<file path="src/rtl/eor_pkg.sv">
// Shared types and constants for the eight-opcode word machine.
// Used by every module in rtl/ except eor_ram; depends on nothing.
`timescale 1ns / 1ps

package eor_pkg;

  localparam int unsigned MEM_WORDS_DEF = 65536;
  localparam int unsigned REG_COUNT     = 8;
  localparam int unsigned REG_AW        = 3;
  localparam int unsigned WORD_W        = 32;
  localparam int unsigned PC_W          = 16;
  localparam int unsigned ADDR_W        = 16;

  // instruction word fields
  localparam int unsigned OPC_LSB = 22;
  localparam int unsigned RA_LSB  = 19;
  localparam int unsigned RB_LSB  = 16;
  localparam int unsigned RD_LSB  = 0;
  localparam int unsigned OFF_W   = 16;

  typedef logic [WORD_W-1:0] word_t;
  typedef logic [PC_W-1:0]   pc_t;
  typedef logic [REG_AW-1:0] reg_idx_t;

  typedef enum logic [1:0] {
    MODE_WRITE = 2'd0,
    MODE_EXEC  = 2'd1,
    MODE_RMEM  = 2'd2,
    MODE_RREG  = 2'd3
  } mode_e;

  typedef enum logic [2:0] {
    OP_ADD  = 3'd0,
    OP_NAND = 3'd1,
    OP_LW   = 3'd2,
    OP_SW   = 3'd3,
    OP_BEQ  = 3'd4,
    OP_JALR = 3'd5,
    OP_HALT = 3'd6,
    OP_NOOP = 3'd7
  } op_e;

  typedef enum logic [1:0] {
    SRC_TARGET = 2'd0,
    SRC_PC     = 2'd1,
    SRC_EA     = 2'd2
  } addr_src_e;

  typedef enum logic [3:0] {
    ST_CLEAR,
    ST_IDLE,
    ST_MADDR,
    ST_FETCH,
    ST_DECODE,
    ST_RREAD,
    ST_EXEC,
    ST_MEM,
    ST_LOAD,
    ST_RREG,
    ST_FINISH
  } state_e;

  typedef struct packed {
    logic      clr_step;
    logic      load_in;
    logic      red_start;
    addr_src_e red_src;
    logic      mem_we;
    logic      mem_re;
    logic      ir_load;
    logic      rf_re;
    logic      commit;
    logic      emit;
  } cmd_t;

  typedef struct packed {
    logic  clr_last;
    logic  red_done;
    logic  halted;
    mode_e mode;
    op_e   op;
  } sts_t;

endpackage

</file>
<file path="src/rtl/eor_ctrl.sv">
// Controller state machine: clearing sweep, item decode and the
// multicycle instruction sequence. Drives eor_pkg::cmd_t to the datapath.
`timescale 1ns / 1ps

module eor_ctrl (
  input  logic          clk_i,
  input  logic          rst_ni,
  input  logic          start_i,
  input  logic [1:0]    mode_i,
  input  eor_pkg::sts_t sts_i,
  output eor_pkg::cmd_t cmd_o,
  output logic          busy_o
);

  eor_pkg::state_e state_q, state_d;

  always_ff @(posedge clk_i or negedge rst_ni) begin
    if (!rst_ni) begin
      state_q <= eor_pkg::ST_CLEAR;
    end else begin
      state_q <= state_d;
    end
  end

  always_comb begin
    state_d = state_q;
    cmd_o   = '0;
    cmd_o.red_src = eor_pkg::SRC_TARGET;
    busy_o  = 1'b1;
    case (state_q)
      eor_pkg::ST_CLEAR: begin
        cmd_o.clr_step = 1'b1;
        if (sts_i.clr_last) begin
          state_d = eor_pkg::ST_IDLE;
        end
      end
      eor_pkg::ST_IDLE: begin
        busy_o = 1'b0;
        if (start_i) begin
          cmd_o.load_in = 1'b1;
          case (eor_pkg::mode_e'(mode_i))
            eor_pkg::MODE_WRITE, eor_pkg::MODE_RMEM: state_d = eor_pkg::ST_MADDR;
            eor_pkg::MODE_EXEC: begin
              state_d = sts_i.halted ? eor_pkg::ST_FINISH : eor_pkg::ST_FETCH;
            end
            default: state_d = eor_pkg::ST_RREG;
          endcase
        end
      end
      eor_pkg::ST_MADDR: begin
        cmd_o.red_start = 1'b1;
        cmd_o.red_src   = eor_pkg::SRC_TARGET;
        if (sts_i.red_done) begin
          if (sts_i.mode == eor_pkg::MODE_WRITE) begin
            cmd_o.mem_we = 1'b1;
            cmd_o.emit   = 1'b1;
            state_d      = eor_pkg::ST_IDLE;
          end else begin
            cmd_o.mem_re = 1'b1;
            state_d      = eor_pkg::ST_FINISH;
          end
        end
      end
      eor_pkg::ST_FETCH: begin
        cmd_o.red_start = 1'b1;
        cmd_o.red_src   = eor_pkg::SRC_PC;
        if (sts_i.red_done) begin
          cmd_o.mem_re = 1'b1;
          state_d      = eor_pkg::ST_DECODE;
        end
      end
      eor_pkg::ST_DECODE: begin
        cmd_o.ir_load = 1'b1;
        state_d       = eor_pkg::ST_RREAD;
      end
      eor_pkg::ST_RREAD: begin
        cmd_o.rf_re = 1'b1;
        state_d     = eor_pkg::ST_EXEC;
      end
      eor_pkg::ST_EXEC: begin
        if (sts_i.op inside {eor_pkg::OP_LW, eor_pkg::OP_SW}) begin
          state_d = eor_pkg::ST_MEM;
        end else begin
          cmd_o.commit = 1'b1;
          cmd_o.emit   = 1'b1;
          state_d      = eor_pkg::ST_IDLE;
        end
      end
      eor_pkg::ST_MEM: begin
        cmd_o.red_start = 1'b1;
        cmd_o.red_src   = eor_pkg::SRC_EA;
        if (sts_i.red_done) begin
          if (sts_i.op == eor_pkg::OP_LW) begin
            cmd_o.mem_re = 1'b1;
            state_d      = eor_pkg::ST_LOAD;
          end else begin
            cmd_o.mem_we = 1'b1;
            cmd_o.commit = 1'b1;
            cmd_o.emit   = 1'b1;
            state_d      = eor_pkg::ST_IDLE;
          end
        end
      end
      eor_pkg::ST_LOAD: begin
        cmd_o.commit = 1'b1;
        cmd_o.emit   = 1'b1;
        state_d      = eor_pkg::ST_IDLE;
      end
      eor_pkg::ST_RREG: begin
        cmd_o.rf_re = 1'b1;
        state_d     = eor_pkg::ST_FINISH;
      end
      eor_pkg::ST_FINISH: begin
        cmd_o.emit = 1'b1;
        state_d    = eor_pkg::ST_IDLE;
      end
      default: begin
        state_d = eor_pkg::ST_IDLE;
      end
    endcase
  end

endmodule

</file>
<file path="config.mk">
export PLATFORM = sky130hd
export DESIGN_NAME = eor_ctrl
export DESIGN_NICKNAME = d
export VERILOG_FILES = /design/src/rtl/eor_pkg.sv /design/src/rtl/eor_ctrl.sv
export SDC_FILE = /design/constraint.sdc
export NUM_CORES = 1
export LEC_CHECK = 0
export BUFFER_PORTS_ARGS = -buffer_cell sky130_fd_sc_hd__buf_2
export CORE_AREA = 5 5 42 44
export CTS_CLUSTER_DIAMETER = 30
export DETAILED_ROUTE_END_ITERATION = 12
export DIE_AREA = 0 0 47 49
export PLACE_DENSITY = 0.71
export SYNTH_ARGS = -nofsm -noshare
export SYNTH_HDL_FRONTEND = slang
export SYNTH_SLANG_ARGS = --single-unit
</file>
<file path="constraint.sdc">
create_clock -name clk_i -period 3.65 [get_ports clk_i]
set_input_delay 0.73 -clock clk_i [delete_from_list [all_inputs] [get_ports clk_i]]
set_output_delay 0.73 -clock clk_i [all_outputs]
set_load 0.05 [all_outputs]
</file>
==> flow_summary.yaml <==
route:
  ant_nets: 0
  vias: 579
  detail_route.first_pass.iterations: 5
  drc: 0
  wirelength_mm: 1.41
  drt_iter0_markers: 15
  avgViaCountPerCell: 5.46
  wl_per_cell_um: 13.3
yosys:
  ys.warnings.count: 0
  yosysTopAreaCell: "dfrtp_1"
  netlist_area_um2: 544
  synth.avg_cell_area_um2: 8.12
  syn-num-nets: 80
  yosysTopAreaCellShare_pct: 18.4
  synth_seq_cells: 4
  yosys-top-cells-area: "dfrtp_1 (18%), a21oi_1 (6.4%), buf_6 (6.2%)"
  synth_cell_types: 33
  synth_cells: 67
  seq_area_frac_synth_pct: 18.4
clocking:
  tritoncts: "done"
  cts.path.max_buffers: 2
  clk_latency_ns: 0.25
  h-tree-depth: 1
  ctsHoldBuffers: 0
  cts.clk_slew.worst_paths_ns: 0.04
  post_cts_resized: 0
  cts_sinks: 4
  cts_setup_buffers: 0
  cts_made_buffers: 3
  root_buffer: "clkbuf_4"
grt:
  grt_usage_pct: 13.0
  grt_pass1_wl_mm: 2.22
  grt_pass1_vias: 556
  antenna_found_initial: 0
  grt_max_degree: 15
  gr-total-overflow: 0
power:
  intPower_uw: 252
  p_sw_uw: 408
  switching_share_pct: 61.9
  p_clk_share_pct: 8.7
  ir_drop_mv: 0.393
  combPwrFrac_pct: 71.0
  p_per_area_nw_per_um2: 988
  pwr-share-seq_pct: 20.3
  p_leak_uw: 0.000310
finish:
  fillCellCount: 156
  layout_common_cells: "buf_2 (24), nor2_1 (7), a21oi_1 (7)"
  nets: 105
  area_growth_pct: 22.8
  top_register: "state_q"
  antenna_cells: 0
  largest_reg_flops: 4
  drive_gt1_share_pct: 43.3
  final_common_cell: "buf_2"
  largestRegisters: "state_q x4"
setup_path:
  reg2regPathDepth: 4
  slowest_stage: "dfrtp_1"
  worstPathRequired_ns: 2.92
  crit_path_end_kind: "primary output"
  crit_arrival_ns: 1.98
  crit_chain: "nor2b_2 -> nand3_2 -> o32ai_1 -> buf_2"
  cp_num_cells: 4
  max_stage_delay_ns: 0.63
  path_delay_family: "flip-flops"
  worstSetupStartpointType: "flip-flop"
  critPathMaxFanout: 13
  critPathBufInv: 1
  worstSetupPathType: "reg2out"
placed_design:
  dp_hpwl_mm: 1.09
  io_buffers: 24
  place.gp.congestion: 0.824
die:
  num_rows: 14
  die_w_um: 47
  io_pins: 25
  die_y_um: 49
  core_area_um2: 1400
  die_area_um2: 2300
  initial_core_util_pct: 38.8
sta:
  rsz0062_at_grt: "no"
  setup_viol: 0
  tns_ns: 0
  hold_viol_final: 0
  maxSlewHeadroom_pct: 63.8
  clock_skew_ns: 0.0114
  period_needed_ns: 2.71
  fmax_mhz: 369
  fin_hold_ws_ns: 0.274
  worst_pin_slew_ns: 0.543
  drv_slew: 0
  finalCritPeriodShare_pct: 74.3
run_status:
  status: "finished clean"
job:
  maxCapViolCount: 0
min_path:
  min_path_type: "in2async"
-- power by group through the flow --
| stage | clock network, uW | registers [uW] | logic, uW |
|---|---|---|---|
| after global routing | 62.7 | 142 | 499 |
| after CTS | 57.8 | 133 | 471 |
| after floorplan | 0 | 81.6 | 453 |
| after detailed placement | 0 | 134 | 469 |
| after global placement | 0 | 133 | 466 |
| final | 57.7 | 134 | 469 |
-- synth_stat cells --
| cell type | number |
|---|---|
| nand3_1 | 2 |
| nand3_2 | 1 |
| o2bb2ai_1 | 1 |
| nor4_4 | 1 |
| a311oi_2 | 1 |
| inv_1 | 3 |
| nand2_1 | 3 |
| a21oi_1 | 7 |
| nor2_1 | 7 |
| dfrtp_1 | 4 |
| o31a_1 | 1 |
| nand2b_4 | 1 |
| and2_1 | 1 |
| buf_2 | 1 |
| a211oi_1 | 1 |
| nor2b_2 | 1 |
| nand2b_1 | 5 |
| a21o_1 | 1 |
| buf_6 | 3 |
| nor2b_1 | 1 |
| o21ai_0 | 2 |
| nand2b_2 | 1 |
| o21ai_2 | 2 |
| nor3b_1 | 1 |
| nor4_1 | 1 |
| o32ai_1 | 2 |
| inv_2 | 1 |
| o21a_1 | 2 |
| nand4b_1 | 2 |
| a221oi_4 | 1 |
| and2_2 | 1 |
| nor3_1 | 4 |
| a21oi_2 | 1 |
-- metal layers --
layer,GRT usage [%],up-vias,wire length [um]
li1,-,293,-
met1,17.0,257,617
met2,19.2,27,656
met3,2.58,2,123
met4,6.91,0,10
met5,0,-,0
-- cell type report --
| type | instances | area, um2 | share of cell area, % |
|---|---|---|---|
| multi-input combinational | 55 | 390 | 58.4 |
| sequential | 4 | 100 | 15.0 |
| clock buffer | 3 | 22.5 | 3.37 |
| inverter | 4 | 15.0 | 2.25 |
| tap | 16 | 20.0 | 3.00 |
| timing repair buffer | 24 | 120 | 18.0 |
-- cell families after synthesis --
family / count (synthesis) / share of synthesized area (%)
buffers and inverters: 8 / 9.88
AND/OR/NAND/NOR: 33 / 39.1
AO/OA/AOI/OAI: 22 / 32.6
flip-flops: 4 / 18.4
-- worst paths after layout --
check,endpoint,start,slack (ns)
setup / recovery,cmd_o[1],state_q[2],0.94
hold / removal,state_q[3],rst_ni,0.27
min in group clk_i,state_q[2],sts_i[6],0.73
hold reg to reg,state_q[2],state_q[0],0.78
setup reg to reg,state_q[2],state_q[2],2.07
max in group asynchronous,state_q[1],rst_ni,3.25
-- per-stage QoR --
stage	util [%]	setup slack [ns]	total power [uW]	std cells	cell area [um2]
floorplan	-	0.376	535	67	544
global placement	46.1	1.21	600	103	646
detailed placement	46.1	1.17	603	103	646
CTS	47.7	0.943	662	106	668
global route	47.7	0.818	703	106	668
finish	47.7	0.939	660	106	668
Note: power is estimated with default switching activity, not from simulation.
